[src/hw/rtl/odrc_pkg.sv]
// ----------------------------------------------------------------------------
// odrc_pkg: shared constants and types for the overlap record converter
// Field widths, code names and the control/status bundles between the
// controller and the datapath.
// ----------------------------------------------------------------------------
package odrc_pkg;

    localparam int COORD_BITS_DEF = 20;
    localparam int ID_BITS_DEF    = 32;

    localparam int DIFF_BITS   = 20;
    localparam int HANG_BITS   = 21;
    localparam int ERATE_BITS  = 16;
    localparam int SCALE_BITS  = 14;
    localparam int NUM_BITS    = DIFF_BITS + SCALE_BITS;
    localparam int STEP_BITS   = $clog2(ERATE_BITS);

    localparam logic [SCALE_BITS-1:0] ERATE_SCALE = SCALE_BITS'(10000);
    localparam logic [ERATE_BITS-1:0] ERATE_MAX   = '1;

    // Coordinate slots of one record
    localparam int N_CRD = 6;
    localparam int C_SA  = 0;
    localparam int C_EA  = 1;
    localparam int C_LA  = 2;
    localparam int C_SB  = 3;
    localparam int C_EB  = 4;
    localparam int C_LB  = 5;

    localparam logic FUNC_REC   = 1'b0;
    localparam logic FUNC_FLUSH = 1'b1;

    localparam logic MODE_TRIM = 1'b0;
    localparam logic MODE_HANG = 1'b1;

    typedef struct packed {
        logic take;       // input side open
        logic store;      // copy captured record into cache
        logic clear;      // drop cache contents
        logic load_work;  // copy cache into the conversion registers
        logic mult;       // form diffs * scale and the A span
        logic check;      // saturation test, divider setup
        logic step;       // one divider step
        logic write;      // load the output register
    } cmd_t;

    typedef struct packed {
        logic in_valid;
        logic is_flush;
        logic keep;
        logic cache_valid;
        logic same_key;
        logic better;
        logic out_free;
    } status_t;

endpackage

[src/hw/rtl/odrc_in_if.sv]
// ----------------------------------------------------------------------------
// odrc_in_if: alignment record input channel
// Valid/ready channel carrying one alignment record or a flush per item.
// ----------------------------------------------------------------------------
interface odrc_in_if
    import odrc_pkg::*;
#(
    parameter int COORD_BITS = COORD_BITS_DEF,
    parameter int ID_BITS    = ID_BITS_DEF
)
();
    logic                  valid;
    logic                  ready;
    logic                  func;
    logic [ID_BITS-1:0]    id_a;
    logic [ID_BITS-1:0]    id_b;
    logic                  fwd;
    logic [COORD_BITS-1:0] start_a;
    logic [COORD_BITS-1:0] end_a;
    logic [COORD_BITS-1:0] len_a;
    logic [COORD_BITS-1:0] start_b;
    logic [COORD_BITS-1:0] end_b;
    logic [COORD_BITS-1:0] len_b;
    logic [DIFF_BITS-1:0]  diffs;

    modport source (
        output valid, func, id_a, id_b, fwd, start_a, end_a, len_a,
               start_b, end_b, len_b, diffs,
        input  ready
    );

    modport sink (
        input  valid, func, id_a, id_b, fwd, start_a, end_a, len_a,
               start_b, end_b, len_b, diffs,
        output ready
    );
endinterface

[src/hw/rtl/odrc_out_if.sv]
// ----------------------------------------------------------------------------
// odrc_out_if: converted record output channel
// Valid/ready channel carrying one trim or hang record per item.
// ----------------------------------------------------------------------------
interface odrc_out_if
    import odrc_pkg::*;
#(
    parameter int COORD_BITS = COORD_BITS_DEF,
    parameter int ID_BITS    = ID_BITS_DEF
)
();
    logic                        valid;
    logic                        ready;
    logic                        rec_kind;
    logic [ID_BITS-1:0]          out_id_a;
    logic [ID_BITS-1:0]          out_id_b;
    logic                        out_fwd;
    logic [COORD_BITS-1:0]       a_beg;
    logic [COORD_BITS-1:0]       a_fin;
    logic [COORD_BITS-1:0]       b_beg;
    logic [COORD_BITS-1:0]       b_fin;
    logic signed [HANG_BITS-1:0] hang_a;
    logic signed [HANG_BITS-1:0] hang_b;
    logic [ERATE_BITS-1:0]       err_rate;

    modport source (
        output valid, rec_kind, out_id_a, out_id_b, out_fwd, a_beg, a_fin,
               b_beg, b_fin, hang_a, hang_b, err_rate,
        input  ready
    );

    modport sink (
        input  valid, rec_kind, out_id_a, out_id_b, out_fwd, a_beg, a_fin,
               b_beg, b_fin, hang_a, hang_b, err_rate,
        output ready
    );
endinterface

[src/hw/rtl/overlap_dedup_record_convert.sv]
// ----------------------------------------------------------------------------
// overlap_dedup_record_convert: deduplicating alignment record converter
// Keeps one cached record, replaces it with better records of the same pair,
// and emits it as a trim or hang record when a new pair or a flush arrives.
// ----------------------------------------------------------------------------
// An emitting item passes through decide, multiply, saturation check, 16
// restoring divider steps and output load; the load waits for the output
// register to be free. The input stays closed until an item is finished, so
// items are taken one at a time, and only emitting items use the divider.
// Reset (rst_n, asynchronous, active low) empties the cache and the output
// register and sets the mode to trim records.
module overlap_dedup_record_convert
    import odrc_pkg::*;
#(
    parameter int COORD_BITS = COORD_BITS_DEF,
    parameter int ID_BITS    = ID_BITS_DEF
)
(
    input  logic       clk,
    input  logic       rst_n,
    input  logic       cfg_we,
    input  logic       cfg_wdata,
    odrc_in_if.sink    rec_in,
    odrc_out_if.source rec_out
);

    cmd_t    cmd;
    status_t st;

    odrc_ctrl u_ctrl (
        .clk   (clk),
        .rst_n (rst_n),
        .st    (st),
        .cmd   (cmd)
    );

    odrc_dp #(
        .COORD_BITS (COORD_BITS),
        .ID_BITS    (ID_BITS)
    ) u_dp (
        .clk       (clk),
        .rst_n     (rst_n),
        .cfg_we    (cfg_we),
        .cfg_wdata (cfg_wdata),
        .rec_in    (rec_in),
        .rec_out   (rec_out),
        .cmd       (cmd),
        .st        (st)
    );

endmodule

[src/hw/rtl/odrc_ctrl.sv]
// ----------------------------------------------------------------------------
// odrc_ctrl: sequencing controller
// Steps each item through decide and, when it emits, multiply, check, divide and output write.
// ----------------------------------------------------------------------------
module odrc_ctrl
    import odrc_pkg::*;
(
    input  logic    clk,
    input  logic    rst_n,
    input  status_t st,
    output cmd_t    cmd
);

    typedef enum logic [5:0] {
        S_IDLE   = 6'b000001,
        S_DECIDE = 6'b000010,
        S_MULT   = 6'b000100,
        S_CHECK  = 6'b001000,
        S_DIVIDE = 6'b010000,
        S_WRITE  = 6'b100000
    } state_t;

    state_t               state_reg, state_next;
    logic [STEP_BITS-1:0] cnt_reg, cnt_next;

    always_comb
    begin
        state_next = state_reg;
        cnt_next   = cnt_reg;
        cmd        = '0;
        case (state_reg)
            S_IDLE:
            begin
                cmd.take = 1'b1;
                if (st.in_valid)
                begin
                    state_next = S_DECIDE;
                end
            end
            S_DECIDE:
            begin
                state_next = S_IDLE;
                if (st.is_flush)
                begin
                    if (st.cache_valid)
                    begin
                        cmd.load_work = 1'b1;
                        cmd.clear     = 1'b1;
                        state_next    = S_MULT;
                    end
                end
                else if (st.keep)
                begin
                    if (!st.cache_valid)
                    begin
                        cmd.store = 1'b1;
                    end
                    else if (st.same_key)
                    begin
                        cmd.store = st.better;
                    end
                    else
                    begin
                        // emit the cached record and replace it with the new one
                        cmd.load_work = 1'b1;
                        cmd.store     = 1'b1;
                        state_next    = S_MULT;
                    end
                end
            end
            S_MULT:
            begin
                cmd.mult   = 1'b1;
                state_next = S_CHECK;
            end
            S_CHECK:
            begin
                cmd.check  = 1'b1;
                cnt_next   = '0;
                state_next = S_DIVIDE;
            end
            S_DIVIDE:
            begin
                cmd.step = 1'b1;
                cnt_next = cnt_reg + 1'b1;
                if (cnt_reg == STEP_BITS'(ERATE_BITS - 1))
                begin
                    state_next = S_WRITE;
                end
            end
            S_WRITE:
            begin
                if (st.out_free)
                begin
                    cmd.write  = 1'b1;
                    state_next = S_IDLE;
                end
            end
            default:
            begin
                state_next = S_IDLE;
            end
        endcase
    end

    always_ff @(posedge clk or negedge rst_n)
    begin
        if (!rst_n)
        begin
            state_reg <= S_IDLE;
            cnt_reg   <= '0;
        end
        else
        begin
            state_reg <= state_next;
            cnt_reg   <= cnt_next;
        end
    end

endmodule

[src/hw/rtl/odrc_dp.sv]
// ----------------------------------------------------------------------------
// odrc_dp: record datapath
// Input capture, record cache, comparison logic, error-rate divider and the
// output register with its conversion to trim or hang form.
// ----------------------------------------------------------------------------
module odrc_dp
    import odrc_pkg::*;
#(
    parameter int COORD_BITS = COORD_BITS_DEF,
    parameter int ID_BITS    = ID_BITS_DEF
)
(
    input  logic           clk,
    input  logic           rst_n,
    input  logic           cfg_we,
    input  logic           cfg_wdata,
    odrc_in_if.sink        rec_in,
    odrc_out_if.source     rec_out,
    input  cmd_t           cmd,
    output status_t        st
);

    localparam int PW = NUM_BITS + COORD_BITS;
    localparam int HW = COORD_BITS + HANG_BITS;

    typedef logic [N_CRD-1:0][COORD_BITS-1:0] crd_t;

    // configuration
    logic mode_reg;

    // captured item
    logic                 in_func_reg;
    logic [ID_BITS-1:0]   in_ida_reg, in_idb_reg;
    logic                 in_fwd_reg;
    crd_t                 in_crd_reg;
    logic [DIFF_BITS-1:0] in_diffs_reg;

    // cache
    logic                 cache_valid_reg;
    logic [ID_BITS-1:0]   cache_ida_reg, cache_idb_reg;
    logic                 cache_fwd_reg;
    crd_t                 cache_crd_reg;
    logic [DIFF_BITS-1:0] cache_diffs_reg;

    // record under conversion
    logic                 wk_mode_reg;
    logic [ID_BITS-1:0]   wk_ida_reg, wk_idb_reg;
    logic                 wk_fwd_reg;
    crd_t                 wk_crd_reg;
    logic [DIFF_BITS-1:0] wk_diffs_reg;

    // error-rate divider
    logic [NUM_BITS-1:0]   prod_reg;
    logic [COORD_BITS-1:0] span_reg;
    logic                  sat_reg;
    logic [COORD_BITS-1:0] rem_reg;
    logic [ERATE_BITS-1:0] quo_reg;

    logic out_valid_reg;

    logic                  capture;
    logic [COORD_BITS:0]   rem_sh, rem_sub;
    logic                  rem_ge;
    logic [PW-1:0]         prod_ext, sat_lim;
    logic                  full_left, full_right;
    logic                  reach_n, reach_c;
    logic [COORD_BITS-1:0] span_an, span_bn, span_ac, span_bc;
    logic [HW-1:0]         ha_w, hb_w;

    function automatic logic reaches_end(input crd_t c);
        reaches_end = (c[C_SA] == '0) || (c[C_SB] == '0) ||
                      (c[C_EA] == c[C_LA]) || (c[C_EB] == c[C_LB]);
    endfunction

    function automatic logic [HW-1:0] hext(input logic [COORD_BITS-1:0] v);
        hext = HW'(v);
    endfunction

    // ---------------- status toward the controller ----------------
    assign capture = cmd.take && rec_in.valid;
    assign rec_in.ready = cmd.take;

    assign reach_n = reaches_end(in_crd_reg);
    assign reach_c = reaches_end(cache_crd_reg);
    assign span_an = in_crd_reg[C_EA] - in_crd_reg[C_SA];
    assign span_bn = in_crd_reg[C_EB] - in_crd_reg[C_SB];
    assign span_ac = cache_crd_reg[C_EA] - cache_crd_reg[C_SA];
    assign span_bc = cache_crd_reg[C_EB] - cache_crd_reg[C_SB];

    assign full_left  = (in_crd_reg[C_SA] == '0) ||
                        (in_fwd_reg && in_crd_reg[C_SB] == '0) ||
                        (!in_fwd_reg && in_crd_reg[C_EB] == in_crd_reg[C_LB]);
    assign full_right = (in_crd_reg[C_EA] == in_crd_reg[C_LA]) ||
                        (in_fwd_reg && in_crd_reg[C_EB] == in_crd_reg[C_LB]) ||
                        (!in_fwd_reg && in_crd_reg[C_SB] == '0);

    always_comb
    begin
        st             = '0;
        st.in_valid    = rec_in.valid;
        st.is_flush    = (in_func_reg == FUNC_FLUSH);
        st.keep        = (mode_reg != MODE_HANG) || (full_left && full_right);
        st.cache_valid = cache_valid_reg;
        st.same_key    = (in_ida_reg == cache_ida_reg) &&
                         (in_idb_reg == cache_idb_reg) &&
                         (in_fwd_reg == cache_fwd_reg);
        st.better      = (reach_n && !reach_c) || (span_an > span_ac) ||
                         (span_bn > span_bc);
        st.out_free    = !out_valid_reg || rec_out.ready;
    end

    // ---------------- divider arithmetic ----------------
    assign prod_ext = PW'(prod_reg);
    assign sat_lim  = PW'({span_reg, {ERATE_BITS{1'b0}}});
    assign rem_sh   = {rem_reg, quo_reg[ERATE_BITS-1]};
    assign rem_ge   = rem_sh >= {1'b0, span_reg};
    assign rem_sub  = rem_sh - {1'b0, span_reg};

    // ---------------- hang values, wrapped ----------------
    always_comb
    begin
        if (wk_crd_reg[C_SA] != '0)
        begin
            ha_w = hext(wk_crd_reg[C_SA]);
        end
        else if (wk_fwd_reg)
        begin
            ha_w = '0 - hext(wk_crd_reg[C_SB]);
        end
        else
        begin
            ha_w = hext(wk_crd_reg[C_EB]) - hext(wk_crd_reg[C_LB]);
        end

        if (wk_crd_reg[C_EA] < wk_crd_reg[C_LA])
        begin
            hb_w = hext(wk_crd_reg[C_EA]) - hext(wk_crd_reg[C_LA]);
        end
        else if (wk_fwd_reg)
        begin
            hb_w = hext(wk_crd_reg[C_LB]) - hext(wk_crd_reg[C_EB]);
        end
        else
        begin
            hb_w = hext(wk_crd_reg[C_SB]);
        end
    end

    // ---------------- control registers ----------------
    always_ff @(posedge clk or negedge rst_n)
    begin
        if (!rst_n)
        begin
            mode_reg        <= MODE_TRIM;
            cache_valid_reg <= 1'b0;
            out_valid_reg   <= 1'b0;
        end
        else
        begin
            if (cfg_we)
            begin
                mode_reg <= cfg_wdata;
            end
            if (cmd.store)
            begin
                cache_valid_reg <= 1'b1;
            end
            else if (cmd.clear)
            begin
                cache_valid_reg <= 1'b0;
            end
            if (cmd.write)
            begin
                out_valid_reg <= 1'b1;
            end
            else if (rec_out.ready)
            begin
                out_valid_reg <= 1'b0;
            end
        end
    end

    // ---------------- payload registers ----------------
    always_ff @(posedge clk)
    begin
        if (capture)
        begin
            in_func_reg        <= rec_in.func;
            in_ida_reg         <= rec_in.id_a;
            in_idb_reg         <= rec_in.id_b;
            in_fwd_reg         <= rec_in.fwd;
            in_crd_reg[C_SA]   <= rec_in.start_a;
            in_crd_reg[C_EA]   <= rec_in.end_a;
            in_crd_reg[C_LA]   <= rec_in.len_a;
            in_crd_reg[C_SB]   <= rec_in.start_b;
            in_crd_reg[C_EB]   <= rec_in.end_b;
            in_crd_reg[C_LB]   <= rec_in.len_b;
            in_diffs_reg       <= rec_in.diffs;
        end

        // the outgoing record leaves the cache before it is overwritten
        if (cmd.load_work)
        begin
            wk_mode_reg  <= mode_reg;
            wk_ida_reg   <= cache_ida_reg;
            wk_idb_reg   <= cache_idb_reg;
            wk_fwd_reg   <= cache_fwd_reg;
            wk_crd_reg   <= cache_crd_reg;
            wk_diffs_reg <= cache_diffs_reg;
        end

        if (cmd.store)
        begin
            cache_ida_reg   <= in_ida_reg;
            cache_idb_reg   <= in_idb_reg;
            cache_fwd_reg   <= in_fwd_reg;
            cache_crd_reg   <= in_crd_reg;
            cache_diffs_reg <= in_diffs_reg;
        end

        if (cmd.mult)
        begin
            prod_reg <= NUM_BITS'(wk_diffs_reg) * NUM_BITS'(ERATE_SCALE);
            span_reg <= wk_crd_reg[C_EA] - wk_crd_reg[C_SA];
        end

        // quotient >= 2^16 (or zero span) saturates; otherwise the top
        // dividend bits are already below the divisor
        if (cmd.check)
        begin
            sat_reg <= prod_ext >= sat_lim;
            rem_reg <= prod_ext[ERATE_BITS +: COORD_BITS];
            quo_reg <= prod_reg[ERATE_BITS-1:0];
        end
        else if (cmd.step)
        begin
            rem_reg <= rem_ge ? rem_sub[COORD_BITS-1:0] : rem_sh[COORD_BITS-1:0];
            quo_reg <= {quo_reg[ERATE_BITS-2:0], rem_ge};
        end

        if (cmd.write)
        begin
            rec_out.rec_kind <= wk_mode_reg;
            rec_out.out_id_a <= wk_ida_reg;
            rec_out.out_id_b <= wk_idb_reg;
            rec_out.out_fwd  <= wk_fwd_reg;
            rec_out.err_rate <= sat_reg ? ERATE_MAX : quo_reg;
            if (wk_mode_reg == MODE_TRIM)
            begin
                rec_out.a_beg  <= wk_crd_reg[C_SA];
                rec_out.a_fin  <= wk_crd_reg[C_EA];
                rec_out.b_beg  <= wk_fwd_reg ? wk_crd_reg[C_SB] : wk_crd_reg[C_EB];
                rec_out.b_fin  <= wk_fwd_reg ? wk_crd_reg[C_EB] : wk_crd_reg[C_SB];
                rec_out.hang_a <= '0;
                rec_out.hang_b <= '0;
            end
            else
            begin
                rec_out.a_beg  <= '0;
                rec_out.a_fin  <= '0;
                rec_out.b_beg  <= '0;
                rec_out.b_fin  <= '0;
                rec_out.hang_a <= ha_w[HANG_BITS-1:0];
                rec_out.hang_b <= hb_w[HANG_BITS-1:0];
            end
        end
    end

    assign rec_out.valid = out_valid_reg;

endmodule

[src/flat_wrapper.sv]
// flat-port wrapper written by rule: the top's interface ports become plain ports
module overlap_dedup_record_convert_flat import odrc_pkg::*;
#(
    parameter int COORD_BITS = COORD_BITS_DEF,
    parameter int ID_BITS    = ID_BITS_DEF
)
  (clk, rst_n, cfg_we, cfg_wdata, rec_in_valid, rec_in_func, rec_in_id_a, rec_in_id_b, rec_in_fwd, rec_in_start_a, rec_in_end_a, rec_in_len_a, rec_in_start_b, rec_in_end_b, rec_in_len_b, rec_in_diffs, rec_in_ready, rec_out_valid, rec_out_rec_kind, rec_out_out_id_a, rec_out_out_id_b, rec_out_out_fwd, rec_out_a_beg, rec_out_a_fin, rec_out_b_beg, rec_out_b_fin, rec_out_hang_a, rec_out_hang_b, rec_out_err_rate, rec_out_ready);
  odrc_in_if #(.COORD_BITS(COORD_BITS), .ID_BITS(ID_BITS)) rec_in_i ();
  odrc_out_if #(.COORD_BITS(COORD_BITS), .ID_BITS(ID_BITS)) rec_out_i ();
  input  logic clk;
  input  logic rst_n;
  input  logic cfg_we;
  input  logic cfg_wdata;
  input wire logic [$bits(rec_in_i.valid)-1:0] rec_in_valid;
  input wire logic [$bits(rec_in_i.func)-1:0] rec_in_func;
  input wire logic [$bits(rec_in_i.id_a)-1:0] rec_in_id_a;
  input wire logic [$bits(rec_in_i.id_b)-1:0] rec_in_id_b;
  input wire logic [$bits(rec_in_i.fwd)-1:0] rec_in_fwd;
  input wire logic [$bits(rec_in_i.start_a)-1:0] rec_in_start_a;
  input wire logic [$bits(rec_in_i.end_a)-1:0] rec_in_end_a;
  input wire logic [$bits(rec_in_i.len_a)-1:0] rec_in_len_a;
  input wire logic [$bits(rec_in_i.start_b)-1:0] rec_in_start_b;
  input wire logic [$bits(rec_in_i.end_b)-1:0] rec_in_end_b;
  input wire logic [$bits(rec_in_i.len_b)-1:0] rec_in_len_b;
  input wire logic [$bits(rec_in_i.diffs)-1:0] rec_in_diffs;
  output wire logic [$bits(rec_in_i.ready)-1:0] rec_in_ready;
  output wire logic [$bits(rec_out_i.valid)-1:0] rec_out_valid;
  output wire logic [$bits(rec_out_i.rec_kind)-1:0] rec_out_rec_kind;
  output wire logic [$bits(rec_out_i.out_id_a)-1:0] rec_out_out_id_a;
  output wire logic [$bits(rec_out_i.out_id_b)-1:0] rec_out_out_id_b;
  output wire logic [$bits(rec_out_i.out_fwd)-1:0] rec_out_out_fwd;
  output wire logic [$bits(rec_out_i.a_beg)-1:0] rec_out_a_beg;
  output wire logic [$bits(rec_out_i.a_fin)-1:0] rec_out_a_fin;
  output wire logic [$bits(rec_out_i.b_beg)-1:0] rec_out_b_beg;
  output wire logic [$bits(rec_out_i.b_fin)-1:0] rec_out_b_fin;
  output wire logic [$bits(rec_out_i.hang_a)-1:0] rec_out_hang_a;
  output wire logic [$bits(rec_out_i.hang_b)-1:0] rec_out_hang_b;
  output wire logic [$bits(rec_out_i.err_rate)-1:0] rec_out_err_rate;
  input wire logic [$bits(rec_out_i.ready)-1:0] rec_out_ready;
  assign rec_in_i.valid = rec_in_valid;
  assign rec_in_i.func = rec_in_func;
  assign rec_in_i.id_a = rec_in_id_a;
  assign rec_in_i.id_b = rec_in_id_b;
  assign rec_in_i.fwd = rec_in_fwd;
  assign rec_in_i.start_a = rec_in_start_a;
  assign rec_in_i.end_a = rec_in_end_a;
  assign rec_in_i.len_a = rec_in_len_a;
  assign rec_in_i.start_b = rec_in_start_b;
  assign rec_in_i.end_b = rec_in_end_b;
  assign rec_in_i.len_b = rec_in_len_b;
  assign rec_in_i.diffs = rec_in_diffs;
  assign rec_in_ready = rec_in_i.ready;
  assign rec_out_valid = rec_out_i.valid;
  assign rec_out_rec_kind = rec_out_i.rec_kind;
  assign rec_out_out_id_a = rec_out_i.out_id_a;
  assign rec_out_out_id_b = rec_out_i.out_id_b;
  assign rec_out_out_fwd = rec_out_i.out_fwd;
  assign rec_out_a_beg = rec_out_i.a_beg;
  assign rec_out_a_fin = rec_out_i.a_fin;
  assign rec_out_b_beg = rec_out_i.b_beg;
  assign rec_out_b_fin = rec_out_i.b_fin;
  assign rec_out_hang_a = rec_out_i.hang_a;
  assign rec_out_hang_b = rec_out_i.hang_b;
  assign rec_out_err_rate = rec_out_i.err_rate;
  assign rec_out_i.ready = rec_out_ready;
  overlap_dedup_record_convert #(.COORD_BITS(COORD_BITS), .ID_BITS(ID_BITS)) u_core (.clk(clk), .rst_n(rst_n), .cfg_we(cfg_we), .cfg_wdata(cfg_wdata), .rec_in(rec_in_i), .rec_out(rec_out_i));
endmodule
[config.mk]
export PLATFORM = sky130hd
export DESIGN_NAME = overlap_dedup_record_convert_flat
export DESIGN_NICKNAME = d
export VERILOG_FILES = /design/src/hw/rtl/odrc_pkg.sv /design/src/hw/rtl/odrc_in_if.sv /design/src/hw/rtl/odrc_out_if.sv /design/src/hw/rtl/overlap_dedup_record_convert.sv /design/src/hw/rtl/odrc_ctrl.sv /design/src/hw/rtl/odrc_dp.sv /design/src/flat_wrapper.sv
export SDC_FILE = /design/constraint.sdc
export NUM_CORES = 1
export LEC_CHECK = 0
export BUFFER_PORTS_ARGS = -buffer_cell sky130_fd_sc_hd__buf_2
export CAP_MARGIN = 10
export CORE_UTILIZATION = 55
export CTS_CLUSTER_DIAMETER = 120
export DETAILED_ROUTE_END_ITERATION = 16
export GPL_TIMING_DRIVEN = 0
export PLACE_DENSITY = 0.75
export SLEW_MARGIN = 30
export SYNTH_ARGS = -nofsm -noshare
export SYNTH_HDL_FRONTEND = slang
export SYNTH_HIERARCHICAL = 1
export SYNTH_SLANG_ARGS = --single-unit
[constraint.sdc]
create_clock -name clk -period 18.4 [get_ports clk]
set_input_delay 0.92 -clock clk [delete_from_list [all_inputs] [get_ports clk]]
set_output_delay 0.92 -clock clk [all_outputs]
set_load 0.05 [all_outputs]
==> results of run 1 <==
## cell usage in the layout, fill, tap and decap left out, types with 24 or more instances in the layout
| master | n |
|---|---|
| nand2b_1 | 30 |
| a211oi_1 | 36 |
| o21bai_1 | 24 |
| nand2_1 | 114 |
| edfxtp_1 | 906 |
| nor4_1 | 58 |
| nor2b_1 | 75 |
| fa_1 | 56 |
| clkbuf_16 | 94 |
| nand4_1 | 34 |
| o21ai_0 | 107 |
| a21oi_1 | 167 |
| xor2_1 | 145 |
| nor3_1 | 62 |
| o21a_1 | 39 |
| xnor2_1 | 175 |
| nor2_1 | 186 |
| or2_2 | 25 |
| a21o_1 | 74 |
| mux2i_1 | 45 |
| ha_1 | 317 |
| nand3_1 | 54 |
| buf_2 | 421 |
| clkbuf_1 | 54 |
| inv_1 | 311 |
## layer usage
layer / track usage / up-vias / share of wire
met5: 0 / - / 0
met4: 0.1212 / 0 / 0.044
met3: 0.03239 / 215 / 0.064
met2: 0.4499 / 1088 / 0.48
met1: 0.3768 / 14030 / 0.42
li1: - / 13510 / -
## worst max path at each step
| stage | from | to | slack, ns | cells after the start |
|---|---|---|---|---|
| 6_report | u_core/u_dp/in_crd_reg[20] | u_core/u_dp/cache_crd_reg[65] | 10.00 | 32 |
| 5_1_grt | u_core/u_dp/in_crd_reg[20] | u_core/u_dp/cache_crd_reg[65] | 9.66 | 32 |
| 4_1_cts | u_core/u_dp/in_crd_reg[20] | u_core/u_dp/cache_crd_reg[65] | 10.11 | 32 |
| 3_5_place_dp | u_core/u_dp/in_crd_reg[20] | u_core/u_dp/cache_crd_reg[60] | 10.15 | 32 |
| 3_3_place_gp | u_core/u_dp/in_crd_reg[20] | u_core/u_dp/cache_crd_reg[61] | -4.39 | 20 |
| 2_1_floorplan | u_core/u_dp/cache_crd_reg[80] | u_core/u_dp/cache_crd_reg[0] | 2.76 | 21 |
## layout make-up
class                      count  area (um2)  share of cell area
multi-input combinational   2073       16210              0.3081
sequential                   921       27570              0.5242
clock inverter                69       701.9             0.01334
buffer                        61       279.0            0.005304
tap                         1060        1326             0.02521
inverter                     312        1171             0.02226
clock buffer                 106        2397             0.04557
timing repair buffer         464        2934             0.05578
antenna                        5       12.51           0.0002379
## power by group through the flow
stage	logic, mW	clock network, mW	registers, mW
2_1_floorplan	1.06	0	2.72
6_report	1.46	1.89	2.70
4_1_cts	1.46	1.92	2.70
3_3_place_gp	1.38	0	2.81
3_5_place_dp	1.45	0	2.74
5_1_grt	1.63	2.00	2.71
## cell families after synthesis
logic type	after synthesis
flip-flops	921
AND/OR/NAND/NOR	723
AO/OA/AOI/OAI	595
buffers and inverters	373
adder cells (fa/ha/maj)	373
XOR/XNOR	320
multiplexers	62
## metrics by stage
stage,std cells,setup TNS (ns),instance area [um2]
final,5071,0,52600
after global routing,5070,0,52600
after CTS,5066,0,52590
after detailed placement,4891,0,49490
after global placement,4844,-888.76,48600
after floorplan,3367,0,45190
## worst max-delay path: cells and delay by family, from the launching register on
family | cells | cell delay, ns
AOI/OAI and AO/OA | 10 | 2.78
buffers and inverters | 14 | 2.63
and+or+nand+nor | 4 | 1.19
adders and majority gates | 3 | 0.87
DFF | 1 | 0.45
xor gates and xnor gates | 1 | 0.16
==> flow_summary.ini, run 1 <==
[die]
initial_core_util = 0.5583
core_mm2 = 0.08094
die_w_um = 288.6
fp.dieArea_mm2 = 0.08332
io_pins = 418
die_h_um = 288.6
core.rowCount = 104

[timing]
rsz0062_at_grt = false
max_freq_mhz = 119.1
slew_headroom = 0.3753
fin_crit_sh = 0.4564
final-setup-viol-count = 0
hold_ws_ns = 0.1753
tightest_slew_ns = 0.9307
hold_viol_final = 0
finClkSkew_ns = 0.05382
slew_viol_final = 0
final.setup.worst_slack_ns = 10.00
final.min_clock_period_ns = 8.397

[yosys]
synth_fa_ha_area_frac = 0.1126
netlist-cell-type-count = 92
synth_simple_gate_area_share = 0.08215
synth_edf_count = 906
yosysMostFrequentCell = edfxtp_1
postSynth.asyncResetShare = 0.01412
yosysTopAreaCell = edfxtp_1
avgSynthCellArea_um2 = 13.42
synthTopCellsByArea = edfxtp_1 60%, ha_1 8.8%, xnor2_1 3.4%
synth_common_cells = 906 x edfxtp_1, 317 x ha_1, 311 x inv_1
synth_area_mm2 = 0.04519
synthCells = 3367
synth_top_flop_cell = edfxtp_1
yosysTopAreaCellShare = 0.6020
syn-num-nets = 3952
synth_xor_area_frac = 0.06202
yosysWarnings = 6
synth-seq-area-share = 0.6101
ys_ff_latch = 921
synth-compound-area-share = 0.08683
synth_top_family_by_area = adder cells
synthMuxAreaShare = 0.01420

[critical_path]
r2r_setup_slack_ns = 10.00
max_stage_delay_ns = 0.71
start_kind = register
timing.rr.start = u_core/u_dp/in_crd_reg[20]
timing_worst_setup_path_type = register to register
ff2ff_path_depth = 32
slowest_stage = o211ai_1
arrival_ns = 8.77
cp_max_fo = 12
timing.rr.end = u_core/u_dp/cache_crd_reg[65]
cp-end-kind = register
critPathRequiredTime_ns = 18.78

[drt]
firstDrtPassIters = 5
drt_first_iter_violations = 2369
avgViaCountPerCell = 5.689
detail-route-antenna-nets = 0
drc = 0
num_vias = 28850
wl_per_cell_um = 22.78
wirelength_um = 115500

[global_route]
grt_pass1_wl_um = 169600
grt_max_degree = 55
grt-ovfl-total = 0
antenna_found_initial = 5
track_usage = 0.2765
grt_pass1_vias = 28330

[power]
ir_worst_vdd_v = 0.00009392
powerDensity_mw_per_mm2 = 115.0
finalPower_mw = 6.049
p_switching_mw = 1.805
p_int_mw = 4.244
p_clk_frac = 0.312
swShare = 0.2984
power.leakage_nw = 20.71
pwr-share-comb = 0.242
seqPwrFrac = 0.446

[cts]
cts-htree-levels = 3
numCtsBuffers = 94
cts_resized = 0
cts_root_buffer = clkbuf_16
clock-sinks = 921
clockBufferDepth = 3
cts_setup_buffers = 0
cts_tree = done
insertion_delay_ns = 0.67
clkTransAtPathRegs_ns = 0.06
cts-hold-fix-buffers = 0

[finish]
areaGrowthSynthToFinish_pct = 16.40
drive_gt1_frac = 0.1737
nFillCells = 5947
final_util = 0.6499
final_nets = 4512

[min_path]
hp-class = primary input to async pin

[job]
maxCapViolCount = 0

[placed_design]
dpl.hpwl_um = 91260
place.gp.congestion = 0.9859
port_buffers = 417
pre_cts_ws_ns = 10.15

[run_status]
status = completed
Note: power is estimated with default switching activity, not from simulation.
==> inputs of run 2 (changes only) <==
--- a/config.mk
+++ b/config.mk
@@ -5,13 +5,14 @@
 export SDC_FILE = /design/constraint.sdc
 export NUM_CORES = 1
 export LEC_CHECK = 0
+export ABC_AREA = 1
 export BUFFER_PORTS_ARGS = -buffer_cell sky130_fd_sc_hd__buf_2
 export CAP_MARGIN = 10
 export CORE_UTILIZATION = 55
 export CTS_CLUSTER_DIAMETER = 120
 export DETAILED_ROUTE_END_ITERATION = 16
 export GPL_TIMING_DRIVEN = 0
-export PLACE_DENSITY = 0.75
+export PLACE_DENSITY = 0.74
 export SLEW_MARGIN = 30
 export SYNTH_ARGS = -nofsm -noshare
 export SYNTH_HDL_FRONTEND = slang
==> constraint.sdc (replaced) <==
create_clock -name clk -period 8.65 [get_ports clk]
set_input_delay 0.4325 -clock clk [delete_from_list [all_inputs] [get_ports clk]]
set_output_delay 0.4325 -clock clk [all_outputs]
set_load 0.05 [all_outputs]
==> run 2 against run 1 <==
Against the previous run: combinational power grew to 3.6 times the previous value; cell count grew 27%; non-clock buffer count grew 195.
==> flow_summary.ini, run 2 <==
[yosys]
yosysMostFrequentCell = edfxtp_1
synth_area_mm2 = 0.04766
postSynth.asyncResetShare = 0.01412
synthCells = 4441
netlist-cell-type-count = 57
synth_top_flop_cell = edfxtp_1
synth_edf_count = 906
syn-num-nets = 5026
synth-seq-area-share = 0.5786
synth_common_cells = 906 x edfxtp_1, 846 x nand2_1, 625 x inv_1
avgSynthCellArea_um2 = 10.73
yosysWarnings = 6
yosysTopAreaCell = edfxtp_1
yosysTopAreaCellShare = 0.5709
synthTopCellsByArea = edfxtp_1 57%, ha_1 8.3%, nand2_1 6.7%
ys_ff_latch = 921

[finish]
drive_gt1_frac = 0.1295
final_util = 0.6678
final_nets = 5789
antenna_cells = 0
areaGrowthSynthToFinish_pct = 19.88
nFillCells = 6435
layout_commonest_cell = edfxtp_1
layout_common_cells = 906 x edfxtp_1, 845 x nand2_1, 623 x inv_1

[drt]
detail-route-antenna-nets = 0
firstDrtPassIters = 6
wirelength_um = 139100
avgViaCountPerCell = 5.505
drt_first_iter_violations = 3062
drc = 0
num_vias = 35370
wl_per_cell_um = 21.66

[die]
core.rowCount = 107
initial_core_util = 0.5571
core_mm2 = 0.08555
die_h_um = 296.4
io_pins = 418
die_w_um = 296.4
fp.dieArea_mm2 = 0.08783

[cts]
numCtsBuffers = 94
cts_tree = done
insertion_delay_ns = 0.72
cts_root_buffer = clkbuf_16
clkTransAtPathRegs_ns = 0.06
clock-sinks = 921
cts-htree-levels = 3
clockBufferDepth = 3
cts_setup_buffers = 0

[critical_path]
slowest_stage = nor3_4
start_kind = register
crit_top_cell = buf_6
cp_max_fo = 16
critPathRequiredTime_ns = 9.04
timing.rr.start = u_core/u_dp/in_crd_reg[80]
timing_worst_setup_path_type = register to register
max_stage_delay_ns = 0.65
cp-end-kind = register
arrival_ns = 7.39
worstSetupStartpoint = u_core/u_dp/in_crd_reg[80]

[job]
maxCapViolCount = 0

[timing]
setup_tns_ns = 0
rsz0062_at_grt = false
slew_viol_final = 0
max_freq_mhz = 143.0
final.min_clock_period_ns = 6.995
hold_viol_final = 0
finClkSkew_ns = 0.06004
slew_headroom = 0.3847
final-setup-viol-count = 0
tightest_slew_ns = 0.9230
fin_crit_sh = 0.8086

[placed_design]
place.gp.congestion = 0.9926
dpl.hpwl_um = 106000
port_buffers = 417

[global_route]
grt-ovfl-total = 0
grt_max_degree = 97
track_usage = 0.3167
antenna_found_initial = 2
grt_pass1_vias = 34460
grt_pass1_wl_um = 204700

[min_path]
hp-class = primary input to register
hold_start = rec_in_valid

[run_status]
status = completed

[power]
ir_worst_vdd_v = 0.0002325
power.leakage_nw = 24.31
powerDensity_mw_per_mm2 = 269.5
run 2: worst max-delay path: cells and delay by family (launching register included):
family                   cells  cell delay, ns
AND/OR/NAND/NOR             11            1.85
buffers and inverters       11            2.04
adder cells (fa/ha/maj)      3            0.91
flip-flops                   1            0.43
XOR/XNOR                     1            0.17
AO/OA/AOI/OAI                4            1.22
run 2: worst paths after layout:
check                                              endpoint  slack [ns]  cells past startpoint
max                           u_core/u_dp/cache_crd_reg[94]        1.66                     30
min                              u_core/u_ctrl/state_reg[0]        0.09                      5
max reg2reg                   u_core/u_dp/cache_crd_reg[94]        1.66                     30
min reg2reg                u_core/u_dp/rec_out.out_id_b[11]        0.40                      0
max in group asynchronous        u_core/u_ctrl/state_reg[0]        8.12                      2
min in group asynchronous              u_core/u_dp/mode_reg        0.20                      2
run 2: power by group:
| group | switching (mW) | internal, mW | total, mW |
|---|---|---|---|
| logic | 3.41 | 1.91 | 5.31 |
| clock network | 1.81 | 2.21 | 4.02 |
| registers | 0.378 | 5.69 | 6.07 |
run 2: cell families after synthesis:
logic type,share of synthesized area
fa+ha+maj,0.1068
buf+inv,0.05529
flops,0.5786
xor+xnor,0.04411
compound gates,0.06640
simple gates,0.1486
mux,0.0002363
run 2: layout make-up:
type / instances / area (um2) / share of cell area
Tap cell: 1144 / 1431 / 0.02506
Clock inverter: 65 / 634.4 / 0.01110
Buffer: 53 / 269.0 / 0.004709
Multi-Input combinational cell: 2837 / 17480 / 0.3060
Timing Repair Buffer: 667 / 4960 / 0.08682
Inverter: 630 / 2376 / 0.04159
Clock buffer: 108 / 2405 / 0.04209
Sequential cell: 921 / 27570 / 0.4826
run 2: repair_timing:
action	4_1_cts	5_1_grt
hold buffers	209	0
endpoints found under the hold margin	220	0
resized for setup	0	0
run 2: per-layer routing:
metal | wire [um] | vias up | part of all wire | track usage
li1 | - | 16770 | - | -
met1 | 57390 | 16840 | 0.41 | 0.4302
met2 | 65430 | 1499 | 0.47 | 0.5160
met3 | 10630 | 260 | 0.076 | 0.04244
met4 | 5681 | 0 | 0.041 | 0.1295
met5 | 0 | - | 0 | 0
run 2: stage by stage:
step | setup slack, ns | total power [mW] | hold WS (ns) | cell area, um2 | std cells
final | 1.655 | 15.40 | 0.08728 | 57130 | 6425
after global routing | 1.236 | 16.26 | 0.08638 | 57130 | 6425
after CTS | 1.684 | 15.35 | 0.04756 | 57130 | 6425
after detailed placement | 1.776 | 11.27 | 0.3778 | 52000 | 6043
after global placement | -3.463 | 11.24 | 0.3761 | 51190 | 6002
after floorplan | 0.3220 | 9.733 | 0.1369 | 47670 | 4441
